## src/design/cst_pkg.sv

```systemverilog
package cst_pkg;

  localparam int unsigned MAX_SIZE   = 4096;
  localparam int unsigned ADDR_W     = 12;
  localparam int unsigned SIZE_W     = 13;
  localparam int unsigned DATA_W     = 32;
  localparam int unsigned QUO_W      = 31;

  localparam logic [2:0] REQ_WRITE  = 3'd0;
  localparam logic [2:0] REQ_READ   = 3'd1;
  localparam logic [2:0] REQ_FILL   = 3'd2;
  localparam logic [2:0] REQ_PEAK   = 3'd3;
  localparam logic [2:0] REQ_NORM   = 3'd4;
  localparam logic [2:0] REQ_RESIZE = 3'd5;

  localparam logic [1:0] ST_DONE  = 2'd0;
  localparam logic [1:0] ST_EMPTY = 2'd1;
  localparam logic [1:0] ST_SAT   = 2'd2;

  localparam logic [QUO_W-1:0] ONE_Q16 = QUO_W'(65536);

  typedef enum logic [4:0] {
    S_IDLE, S_START, S_WR, S_RD, S_FILL, S_CLR, S_PK_RD, S_PK_CMP,
    S_NM_START, S_NM_RD, S_NM_MUL, S_NM_DIVI, S_NM_DIV, S_NM_WR, S_FIN, S_OUT
  } state_e;

  typedef enum logic [1:0] {
    WD_VAL, WD_ZERO, WD_QUO
  } wsel_e;

  typedef struct packed {
    logic  load_req;
    logic  start_idx;
    logic  start_zero;
    logic  start_grow;
    logic  idx_inc;
    logic  ram_we;
    wsel_e wsel;
    logic  peak_clr;
    logic  peak_upd;
    logic  mul_load;
    logic  div_init;
    logic  div_step;
    logic  res_load;
  } cmd_t;

  typedef struct packed {
    logic [2:0] req;
    logic       empty;
    logic       idx_last;
    logic       peak_zero;
    logic       div_last;
    logic       grow;
  } stat_t;

endpackage

```

## src/design/cst_ctrl.sv

```systemverilog
module cst_ctrl (
  input  logic          clk_i,
  input  logic          rst_ni,
  input  logic          in_valid_i,
  output logic          in_stall_o,
  output logic          out_valid_o,
  input  logic          out_stall_i,
  input  cst_pkg::stat_t stat_i,
  output cst_pkg::cmd_t  cmd_o
);
  import cst_pkg::*;

  state_e state_q, state_d;

  // state register
  always_ff @(posedge clk_i or negedge rst_ni) begin
    if (!rst_ni) begin
      state_q <= S_IDLE;
    end else begin
      state_q <= state_d;
    end
  end

  // next state
  always_comb begin
    state_d = state_q;
    case (state_q)
      S_IDLE: if (in_valid_i) state_d = S_START;
      S_START: begin
        case (stat_i.req)
          REQ_WRITE:  state_d = stat_i.empty ? S_FIN : S_WR;
          REQ_READ:   state_d = stat_i.empty ? S_FIN : S_RD;
          REQ_FILL:   state_d = stat_i.empty ? S_FIN : S_FILL;
          REQ_PEAK,
          REQ_NORM:   state_d = stat_i.empty ? S_FIN : S_PK_RD;
          REQ_RESIZE: state_d = stat_i.grow ? S_CLR : S_FIN;
          default:    state_d = S_FIN;
        endcase
      end
      S_WR:     state_d = S_FIN;
      S_RD:     state_d = S_FIN;
      S_FILL:   if (stat_i.idx_last) state_d = S_FIN;
      S_CLR:    if (stat_i.idx_last) state_d = S_FIN;
      S_PK_RD:  state_d = S_PK_CMP;
      S_PK_CMP: begin
        if (!stat_i.idx_last) state_d = S_PK_RD;
        else if (stat_i.req == REQ_NORM) state_d = S_NM_START;
        else state_d = S_FIN;
      end
      S_NM_START: state_d = stat_i.peak_zero ? S_FIN : S_NM_RD;
      S_NM_RD:    state_d = S_NM_MUL;
      S_NM_MUL:   state_d = S_NM_DIVI;
      S_NM_DIVI:  state_d = S_NM_DIV;
      S_NM_DIV:   if (stat_i.div_last) state_d = S_NM_WR;
      S_NM_WR:    state_d = stat_i.idx_last ? S_FIN : S_NM_RD;
      S_FIN:      state_d = S_OUT;
      S_OUT:      if (!out_stall_i) state_d = S_IDLE;
      default:    state_d = S_IDLE;
    endcase
  end

  // commands
  always_comb begin
    cmd_o       = '0;
    cmd_o.wsel  = WD_VAL;
    in_stall_o  = 1'b1;
    out_valid_o = 1'b0;
    case (state_q)
      S_IDLE: begin
        in_stall_o     = 1'b0;
        cmd_o.load_req = in_valid_i;
      end
      S_START: begin
        cmd_o.start_idx  = stat_i.req inside {REQ_WRITE, REQ_READ, REQ_FILL};
        cmd_o.start_zero = stat_i.req inside {REQ_PEAK, REQ_NORM};
        cmd_o.peak_clr   = 1'b1;
        cmd_o.start_grow = (stat_i.req == REQ_RESIZE);
      end
      S_WR: cmd_o.ram_we = 1'b1;
      S_FILL: begin
        cmd_o.ram_we  = 1'b1;
        cmd_o.idx_inc = !stat_i.idx_last;
      end
      S_CLR: begin
        cmd_o.ram_we  = 1'b1;
        cmd_o.wsel    = WD_ZERO;
        cmd_o.idx_inc = !stat_i.idx_last;
      end
      S_PK_CMP: begin
        cmd_o.peak_upd = 1'b1;
        cmd_o.idx_inc  = !stat_i.idx_last;
      end
      S_NM_START: cmd_o.start_zero = 1'b1;
      S_NM_MUL:   cmd_o.mul_load = 1'b1;
      S_NM_DIVI:  cmd_o.div_init = 1'b1;
      S_NM_DIV:   cmd_o.div_step = 1'b1;
      S_NM_WR: begin
        cmd_o.ram_we  = 1'b1;
        cmd_o.wsel    = WD_QUO;
        cmd_o.idx_inc = !stat_i.idx_last;
      end
      S_FIN: cmd_o.res_load = 1'b1;
      S_OUT: out_valid_o = 1'b1;
      default: ;
    endcase
  end

endmodule

```

## config.mk

```make
export PLATFORM = sky130hd
export DESIGN_NAME = cst_ctrl
export DESIGN_NICKNAME = d
export VERILOG_FILES = /design/src/design/cst_pkg.sv /design/src/design/cst_ctrl.sv
export SDC_FILE = /design/constraint.sdc
export NUM_CORES = 1
export LEC_CHECK = 0
export BUFFER_PORTS_ARGS = -buffer_cell sky130_fd_sc_hd__buf_4
export CORE_UTILIZATION = 44
export CTS_CLUSTER_SIZE = 12
export DETAILED_ROUTE_END_ITERATION = 7
export GPL_ROUTABILITY_DRIVEN = 1
export PLACE_DENSITY = 0.8
export SKIP_CTS_REPAIR_TIMING = 1
export SYNTH_ARGS = -nofsm -noshare
export SYNTH_HDL_FRONTEND = slang
export SYNTH_SLANG_ARGS = --single-unit
```

## constraint.sdc

```tcl
create_clock -name clk_i -period 3.2 [get_ports clk_i]
set_input_delay 0.48 -clock clk_i [delete_from_list [all_inputs] [get_ports clk_i]]
set_output_delay 0.48 -clock clk_i [all_outputs]
set_load 0.01 [all_outputs]
```

==> Word-level counts from Yosys, hierarchy flattened <==
Cells that the tools add are included.
{ "totals": {"reg_bits": 5, "latch_bits": 0, "ramBits": 0, "mem_bits_ro": 0, "input_bits": 12, "mem_count": 0} }
{ "classes": {"addsub": 0, "mul": 0, "div_mod_pow": 0, "n_lt_le_gt_ge": 0, "n_eq_ne": 24, "n_shift": 0, "n_mux": 30, "bitwise_logic": 0, "reduce_logical": 11} }
{ "op_table": {"columns": ["cell", "n"], "rows": [
  ["case mux 5 bit (14 select lines)", 1],
  ["equality test 5 x 4 -> 1 bit, second input constant", 8],
  ["two-way mux 4 bit", 6],
  ["equality test 5 x 3 -> 1 bit, second input constant", 4],
  ["two-way mux 5 bit", 4],
  ["case mux 4 bit (5 select lines)", 1],
  ["two-way mux 1 bit", 13],
  ["equality test 5 x 2 -> 1 bit, second input constant", 2],
  ["two-way mux 3 bit", 3],
  ["OR reduction 4 bit", 2],
  ["equality test 3 x 2 -> 1 bit, second input constant", 2],
  ["equality test 3 bit, second input constant", 2],
  ["!= test 2 bit, second input constant", 3],
  ["OR reduction 2 bit", 3],
  ["equality test 5 x 1 -> 1 bit, second input constant", 1],
  ["zero test 5 bit", 1],
  ["case mux 2 bit (2 select lines)", 1],
  ["AND reduction 4 bit", 1],
  ["equality test 3 x 1 -> 1 bit, second input constant", 1],
  ["zero test 3 bit", 1],
  ["nonzero test 3 bit", 1],
  ["!= test 2 x 1 -> 1 bit, second input constant", 1],
  ["case mux 1 bit (2 select lines)", 1],
  ["nonzero test 2 bit", 1],
  ["zero test 1 bit", 1]
]} }

==> Logic depth before layout (Yosys ltp) <==
Gate-level depths: netlist (run 1).
{ "depth": {"word_depth": 4, "mapped_depth": 7} }

==> Worst setup path after synthesis (run 1) <==
Ideal clock, no wire load.
{ "synth_path": {"path_kind": "input port to flip-flop", "startpoint": "input stat_i[7] (netlist name)", "endpoint": "register state_q[2]", "t_arrival_ps": 1836, "slack_ps": 1239, "path_stages": 6, "path_buffers": 1, "path_cell_list": "clkbuf_2 > and2b_1 > a211oi_1 > or4_4 > a221o_1 > mux2_2"} }
{ "synth_between": {"elab_chain_cells": 4} }
{ "synth_lines": {"columns": ["item", "line", "source"], "rows": [
  ["from (decl)", "cst_ctrl.sv:8", "input cst_pkg::stat_t stat_i,"],
  ["equality test 3 bit / equality test 3 x 2 -> 1 bit (equally long branches)", "cst_ctrl.sv:30, cst_ctrl.sv:47", null],
  ["OR reduction 2 bit / two-way mux 3 bit (equally long branches)", "cst_ctrl.sv:30, cst_ctrl.sv:47", null],
  ["case mux 4 bit (5 select lines) / two-way mux 4 bit (equally long branches)", "cst_ctrl.sv:30, cst_ctrl.sv:46", null],
  ["case mux 5 bit (14 select lines) (*)", "cst_ctrl.sv:27", "case (state_q)"],
  ["to (signal assigned)", "cst_ctrl.sv:20", "state_q <= state_d;"],
  ["to (decl)", "cst_ctrl.sv:13", "state_e state_q, state_d;"]
]} }
Mark *: on every way between the ends. The rest lies on a longest branch, timed or not.
A chain may end at the register's enable or synchronous reset.

==> results of run 1 <==
==> area by class of cell <==
cell class,instances,area [um^2],share of cell area
flip-flops and latches,4,100,0.120
repair buffers,27,203,0.243
inverters,2,7.51,0.00900
clock buffers,3,22.5,0.0270
multi-input cells,81,483,0.579
well taps,15,18.8,0.0225
==> cell usage in the layout, fill, tap and decap left out, types with 2 or more instances in the layout <==
cell and count:
nand2_1 12, clkbuf_4 3, o22ai_1 2, a21oi_1 2
a211oi_1 3, and3b_1 2, nor2_1 16, a31oi_1 3
nor2b_1 2, nor3_1 3, nand2b_1 6, dfrtp_1 4
nand3b_1 2, buf_4 27, o31ai_1 2, inv_1 2
and3_1 2, o21ai_1 3, nand3_1 2
==> per-stage QoR <==
step	instance area [um^2]	instances	utilization	hold WS, ps	setup slack [ps]
6_report	835	132	0.633	30.6	792
5_1_grt	835	132	0.633	21.4	570
4_1_cts	835	132	0.633	22.2	800
3_5_place_dp	812	129	0.616	276	963
3_3_place_gp	812	129	0.616	275	980
2_1_floorplan	632	96	-	184	1240
==> power by group <==
group	switching [uW]	total, uW	internal [uW]	leakage, uW
clock network	19.7	61.6	41.9	0.0000138
logic	201	441	240	0.000334
registers	116	191	74.9	0.0000452
==> cells by family (layout without fill, tap and decap cells) <==
family	Yosys count	count (layout)	synth area share
simple gates	54	54	0.446
compound gates	24	24	0.269
buf+inv	11	32	0.0772
flops	4	4	0.158
mux	2	2	0.0356
xor+xnor	1	1	0.0139
==> per-layer routing <==
metal / part of all wire / vias up
met1: 0.47 / 323
li1: - / 386
met5: 0 / -
met3: 0.056 / 0
met2: 0.47 / 25
met4: 0 / 0
==> critical path: stages, from the launching register on <==
cell and delay, ps:
dfrtp_1 680, nand2b_1 200, nor3_1 440, nand2_1 140, nor2_1 110, buf_4 120
==> worst max-delay path by stage <==
stage                     from         end  slack, ps  cells past startpoint
floorplan            stat_i[7]  state_q[2]       1240                      6
global placement    state_q[2]  state_q[2]        980                      5
detailed placement  state_q[2]  state_q[2]        960                      5
CTS                 state_q[0]   cmd_o[10]        800                      5
global route        state_q[0]   cmd_o[10]        570                      5
finish              state_q[0]   cmd_o[10]        790                      5
==> flow_summary.toml, run 1 <==
[outcome]
outcome = "finished clean"

[floorplanning]
num_rows = 13
die_w_um = 39.9
fp.coreArea_um2 = 1320
die_h_um = 39.9
dieArea_um2 = 1590
pin_count = 28
start_util = 0.480

[finish]
top_regs = "state_q (4)"
fill_cells = 124
drive_gt1_frac = 0.274
syn2layout_area_growth_pct = 32.1
diodes = 0
largest_reg_flops = 4
regMostFlops = "state_q"
nNetsFinal = 131

[clock_network]
htreeDepth = 1
clock-sinks = 4
cts.path.max_buffers = 2
clkTransAtPathRegs_ps = 40
clk_latency_ps = 230
cts_tree = "done"
numCtsBuffers = 3
root_buffer = "clkbuf_4"

[sta]
fmax_mhz = 415
worst_pin_slew_ps = 647
drv_slew = 0
finalHoldViolations = 0
setup_tns_ps = 0
relSlewSlack = 0.569
fin_skew_ps = 3.33
grt_setup_unrepaired = "no"
setup_violations = 0
period_needed_ps = 2410
min_period_over_period = 0.753

[grt]
met2_usage = 0.335
grt_overflow = 0
globalRoute.busiestLayer = "met2"
grt_pass1_vias = 525
grt_pass1_wl_um = 2220
gr-usage-met1 = 0.272
antenna_found_initial = 0
grtUsageTotal = 0.205
met3_usage = 0.0511
grt_max_degree = 25

[synthesis]
synth_commonest_cells = "nor2_1 (16), nand2_1 (12), nand2b_1 (6)"
ys_ff_latch = 4
yosysTopAreaCell = "dfrtp_1"
synth_most_common_cell = "nor2_1"
synth_edf_count = 0
mappedNetlistArea_um2 = 632
postSynthAreaPerCell_um2 = 6.58
synth_fp_nets = 108
yosys_most_used_dff = "dfrtp_1"
synthArstFlopShare = 1.00
ys.warnings.count = 0
yosysSeqAreaShare = 0.158
netlist_instances = 96
synth.area.top_cells = "dfrtp_1 (16%), nor2_1 (9.5%), nand2_1 (7.1%), nand2b_1 (5.9%), a211oi_1 (3.6%)"
synth_cell_types = 41
synth.top_cell.area_share = 0.158

[setup_path]
criticalPathCategory = "register to output pin"
worst_ep_required_time_ps = 2720
worst_ep_arrival_time_ps = 1930
cp-end-kind = "output pin"
ff2ff_path_depth = 5
cp-start-kind = "register"
crit_fanout = 21
r2r_end = "state_q[2]"
rrSetupSlack_ps = 930
timing.rr.start = "state_q[2]"

[routing]
final_antenna_net_count = 0
num_vias = 734
vias_per_cell = 5.56
wl_per_cell_um = 11.3
drtIter0Drc = 19
dr.pass1.iters = 4
routed_wirelength_um = 1490
drc = 0

[place]
place.port_buffers = 27
dp_hpwl_um = 1150
place.gp.congestion = 0.908

[job]
cap_violations = 0

[power_and_ir_drop]
cellLeakagePower_uw = 0.000393
peakVddDrop_uv = 590
p_per_area_nw_per_um2 = 831
total_power_uw = 694

[hold_path]
hold_path.class = "input pin to async pin"
No activity file was read; power rests on OpenSTA's default activity.
==> run 2, diff against run 1 <==
--- a/config.mk
+++ b/config.mk
@@ -6,11 +6,11 @@
 export NUM_CORES = 1
 export LEC_CHECK = 0
 export BUFFER_PORTS_ARGS = -buffer_cell sky130_fd_sc_hd__buf_4
-export CORE_UTILIZATION = 44
+export CORE_UTILIZATION = 41
 export CTS_CLUSTER_SIZE = 12
 export DETAILED_ROUTE_END_ITERATION = 7
 export GPL_ROUTABILITY_DRIVEN = 1
-export PLACE_DENSITY = 0.8
+export PLACE_DENSITY = 0.79
 export SKIP_CTS_REPAIR_TIMING = 1
 export SYNTH_ARGS = -nofsm -noshare
 export SYNTH_HDL_FRONTEND = slang
==> constraint.sdc (replaced) <==
create_clock -name clk_i -period 2.17 [get_ports clk_i]
set_input_delay 0.3255 -clock clk_i [delete_from_list [all_inputs] [get_ports clk_i]]
set_output_delay 0.3255 -clock clk_i [all_outputs]
set_load 0.01 [all_outputs]
==> flow_summary.toml, run 2 (synthesized netlist as in run 1, its figures left out) <==
[job]
cap_violations = 0

[floorplanning]
fp.coreArea_um2 = 1370
pin_count = 28
die_h_um = 41.3
dieArea_um2 = 1700
start_util = 0.462
die_w_um = 41.3
num_rows = 13

[grt]
grt_pass1_vias = 565
grt_pass1_wl_um = 2370
grt_max_degree = 19
antenna_found_initial = 0
grt_overflow = 0
grtUsageTotal = 0.212

[sta]
setup_slack_ps = 163
fmax_mhz = 498
grt_setup_unrepaired = "no"
min_period_over_period = 0.925
drv_slew = 0
period_needed_ps = 2010
finalHoldViolations = 0
relSlewSlack = 0.784
setup_violations = 0
fin_skew_ps = 3.53
worst_pin_slew_ps = 319
setup_tns_ps = 0

[clock_network]
htreeDepth = 1
cts.path.max_buffers = 2
root_buffer = "clkbuf_4"
numCtsBuffers = 3
clkTransAtPathRegs_ps = 40
clk_latency_ps = 240
clock-sinks = 4
cts_tree = "done"

[setup_path]
worst_ep_required_time_ps = 1840
rrSetupSlack_ps = 190
cp_slowest_cell = "dfrtp_1"
cp_slowest_stage_delay_ps = 440
ff2ff_path_depth = 5
crit_fanout = 8
r2r_end = "state_q[2]"
crit_cells = 7
timing.rr.start = "state_q[2]"
cp_num_buf_inv = 3
worst_ep_arrival_time_ps = 1680
path_cells = "buf_4 -> nand2b_1 -> nor3_1 -> buf_4 -> nand2_1 -> nor2_1 -> buf_4"
cpLargestDelayFamily = "simple AND/OR/NAND/NOR gates"
cp-end-kind = "output pin"
criticalPathCategory = "register to output pin"
cp-start-kind = "register"
cp_common_cell = "buf_4"

[finish]
stdcell_area_um2 = 890
top_regs = "state_q (4)"
diodes = 0
final-seq-area_um2 = 100
nNetsFinal = 138
fin_cells = 139
regMostFlops = "state_q"
syn2layout_area_growth_pct = 40.8
final_cell_mix = "buf_4 (33), nor2_1 (16), nand2_1 (12), nand2b_1 (6), dfrtp_1 (4)"
drive_gt1_frac = 0.306
final_common_cell = "buf_4"
fill_cells = 133
largest_reg_flops = 4
multiInputGateArea_um2 = 483

[power_and_ir_drop]
peakVddDrop_uv = 825
p_per_area_nw_per_um2 = 1250
cellLeakagePower_uw = 0.000427

[hold_path]
hp-start = "out_stall_i"
hold_path.class = "input pin to register"
hold_depth = 3
holdPathEnd = "state_q[1]"

[routing]
final_antenna_net_count = 0
drc = 0
drtIter0Drc = 22
vias_per_cell = 5.58
num_vias = 776
wl_per_cell_um = 12.4
dr.pass1.iters = 4
routed_wirelength_um = 1720

[place]
post_dp_cell_area_um2 = 857
place.port_buffers = 27
post-place-ws_ps = 197
dp_hpwl_um = 1330
placed_cells = 135
place.gp.congestion = 0.964

[outcome]
outcome = "finished clean"
run 2: cell count changes in the layout (fill, tap and decap cells not counted):
| cell | delta |
|---|---|
| buf_4 | +6 |
| dlygate4sd3_1 | +1 |
run 2: layer usage:
layer,track usage,vias to the layer above,part of all wire
li1,-,404,-
met1,0.235,334,0.44
met2,0.395,36,0.47
met3,0.0543,2,0.072
met4,0.0565,0,0.012
met5,0,-,0
run 2: how the worst max path moves through the flow:
stage	to	startpoint
after global routing	state_q[2]	state_q[2]
after detailed placement	state_q[2]	state_q[2]
after CTS	cmd_o[10]	state_q[1]
after global placement	state_q[2]	state_q[2]
final	cmd_o[10]	state_q[1]
after floorplan	state_q[2]	state_q[1]
run 2: stage by stage:
stage	hold slack [ps]	utilization	power, uW
floorplan	29.9	-	754
global route	406	0.651	1210
detailed placement	122	0.627	1010
CTS	-133	0.644	1110
finish	395	0.651	1110
global placement	121	0.627	995
run 2: where the power goes:
part | internal, uW | total [uW] | switching (uW)
logic | 410 | 847 | 437
clock network | 62.0 | 94.5 | 32.5
registers | 113 | 170 | 57.0
run 2: worst reg2reg max path, stage by stage, from the launching register on:
cell and delay (ps):
dfrtp_1 510, and4b_1 240, a211oi_1 70, or4_4 520, a221o_1 270, mux2_2 260
run 2: area by class of cell:
type / instances / area share
Multi-Input combinational cell: 81 / 0.543
Timing Repair Buffer: 34 / 0.290
Sequential cell: 4 / 0.113
Clock buffer: 3 / 0.0253
Tap cell: 15 / 0.0211
Inverter: 2 / 0.00844
==> run 3, diff against run 2 <==
--- a/config.mk
+++ b/config.mk
@@ -6,11 +6,11 @@
 export NUM_CORES = 1
 export LEC_CHECK = 0
 export BUFFER_PORTS_ARGS = -buffer_cell sky130_fd_sc_hd__buf_4
-export CORE_UTILIZATION = 41
+export CORE_UTILIZATION = 44
 export CTS_CLUSTER_SIZE = 12
 export DETAILED_ROUTE_END_ITERATION = 7
 export GPL_ROUTABILITY_DRIVEN = 1
-export PLACE_DENSITY = 0.79
+export PLACE_DENSITY = 0.8
 export SKIP_CTS_REPAIR_TIMING = 1
 export SYNTH_ARGS = -nofsm -noshare
 export SYNTH_HDL_FRONTEND = slang
==> constraint.sdc (replaced) <==
create_clock -name clk_i -period 2.1 [get_ports clk_i]
set_input_delay 0.315 -clock clk_i [delete_from_list [all_inputs] [get_ports clk_i]]
set_output_delay 0.315 -clock clk_i [all_outputs]
set_load 0.01 [all_outputs]
==> flow_summary.toml, run 3 (synthesized netlist as in run 1, its figures left out) <==
[setup_path]
cpLargestDelayFamily = "simple AND/OR/NAND/NOR gates"
cp_slowest_stage_delay_ps = 460
cp-start-kind = "register"
cp_common_cell = "buf_4"
cp_slowest_cell = "dfrtp_2"
cp-end-kind = "output pin"
criticalPathCategory = "register to output pin"
worst_ep_arrival_time_ps = 1680
cp_num_buf_inv = 3
worst_ep_required_time_ps = 1780
crit_fanout = 10
path_cells = "buf_4 -> nand2b_1 -> nor3_2 -> buf_4 -> nand2_1 -> nor2_1 -> buf_4"

[finish]
fill_cells = 125
diodes = 0
syn2layout_area_growth_pct = 40.6
nNetsFinal = 137
largest_reg_flops = 4
top_regs = "state_q (4)"
final_cell_mix = "buf_4 (32), nor2_1 (16), nand2_1 (12), nand2b_1 (6)"
regMostFlops = "state_q"
final_common_cell = "buf_4"
drive_gt1_frac = 0.317

[clock_network]
cts_tree = "done"
numCtsBuffers = 3
cts.path.max_buffers = 2
root_buffer = "clkbuf_4"
clock-sinks = 4
clkTransAtPathRegs_ps = 40
clk_latency_ps = 250
htreeDepth = 1

[sta]
period_needed_ps = 1990
setup_violations = 0
fmax_mhz = 502
holdWs_ps = 401
finalHoldViolations = 0
fin_skew_ps = 6.86
relSlewSlack = 0.793
grt_setup_unrepaired = "no"
setup_tns_ps = 0
drv_slew = 0
worst_pin_slew_ps = 311
min_period_over_period = 0.948

[floorplanning]
pin_count = 28
die_w_um = 39.9
num_rows = 13
dieArea_um2 = 1590
fp.coreArea_um2 = 1320
die_h_um = 39.9
start_util = 0.480

[power_and_ir_drop]
comb_power_share = 0.748
p_int_uw = 595
seqPwrFrac = 0.163
switchingPower_uw = 548
peakVddDrop_uv = 855
cellLeakagePower_uw = 0.000421
clkPwrFrac = 0.088
p_per_area_nw_per_um2 = 1290
switching_share = 0.479
total_power_uw = 1140

[grt]
gr-usage-met1 = 0.310
antenna_found_initial = 0
met2_usage = 0.411
grt_overflow = 0
globalRoute.busiestLayer = "met2"
grtUsageTotal = 0.263
grt_max_degree = 19
grt_pass1_vias = 660
met3_usage = 0.0625
grt_pass1_wl_um = 2730

[job]
cap_violations = 0

[routing]
routed_wirelength_um = 1780
final_antenna_net_count = 0
vias_per_cell = 5.88
wl_per_cell_um = 12.9
drtIter0Drc = 28
drc = 0
num_vias = 812
dr.pass1.iters = 4

[outcome]
outcome = "finished clean"

[place]
dp_hpwl_um = 1330
place.port_buffers = 27
place.gp.congestion = 0.983

[hold_path]
hold_path.class = "input pin to register"
[run 3: changes by cell type in the layout (fill, tap and decap cells not counted)]
cell,previous run,this run
buf_4,33,32
dfrtp_1,4,3
dfrtp_2,0,1
nor3_1,3,2
nor3_2,0,1
[run 3: per-stage QoR]
| step | utilization | cell area [um^2] | setup slack, ps | std cells |
|---|---|---|---|---|
| detailed placement | 0.645 | 850 | 143 | 134 |
| finish | 0.674 | 888 | 109 | 138 |
| global placement | 0.645 | 850 | 191 | 134 |
| floorplan | - | 632 | 286 | 96 |
| CTS | 0.662 | 872 | 45.4 | 137 |
| global route | 0.674 | 888 | 12.5 | 138 |
[run 3: final timing paths]
check                            from         end  slack, ps  depth (start not counted)
max                        state_q[1]   cmd_o[10]        110                          7
min                         stat_i[1]  state_q[3]        400                          4
max reg2reg                state_q[2]  state_q[2]        120                          5
min reg2reg                state_q[0]  state_q[0]        560                          1
max in group asynchronous      rst_ni  state_q[1]       1580                          2
min in group asynchronous      rst_ni  state_q[3]        410                          2
[run 3: per-layer routing]
layer	vias to the layer above	part of all wire
li1	403	-
met2	36	0.49
met5	-	0
met4	0	0.029
met3	6	0.064
met1	367	0.42
[run 3: tightest hold or removal path: cells and delay by family]
| family | cells | cell delay [ps] |
|---|---|---|
| buffers and inverters | 1 | 80 |
| AO/OA/AOI/OAI | 1 | 50 |
| AND/OR/NAND/NOR | 2 | 160 |
[run 3: power groups by stage]
stage | combinational (uW) | sequential, uW | clock, uW
2_1_floorplan | 646 | 132 | 0
6_report | 855 | 186 | 101
4_1_cts | 847 | 180 | 103
5_1_grt | 953 | 192 | 110
3_3_place_gp | 837 | 175 | 0
3_5_place_dp | 844 | 181 | 0
[run 3: area by class of cell]
type | instances | area (um^2) | share of cell area
clock buffer | 3 | 22.5 | 0.0254
inverter | 2 | 7.51 | 0.00845
tap | 15 | 18.8 | 0.0211
timing repair buffer | 33 | 250 | 0.282
sequential | 4 | 101 | 0.114
multi-input combinational | 81 | 488 | 0.549
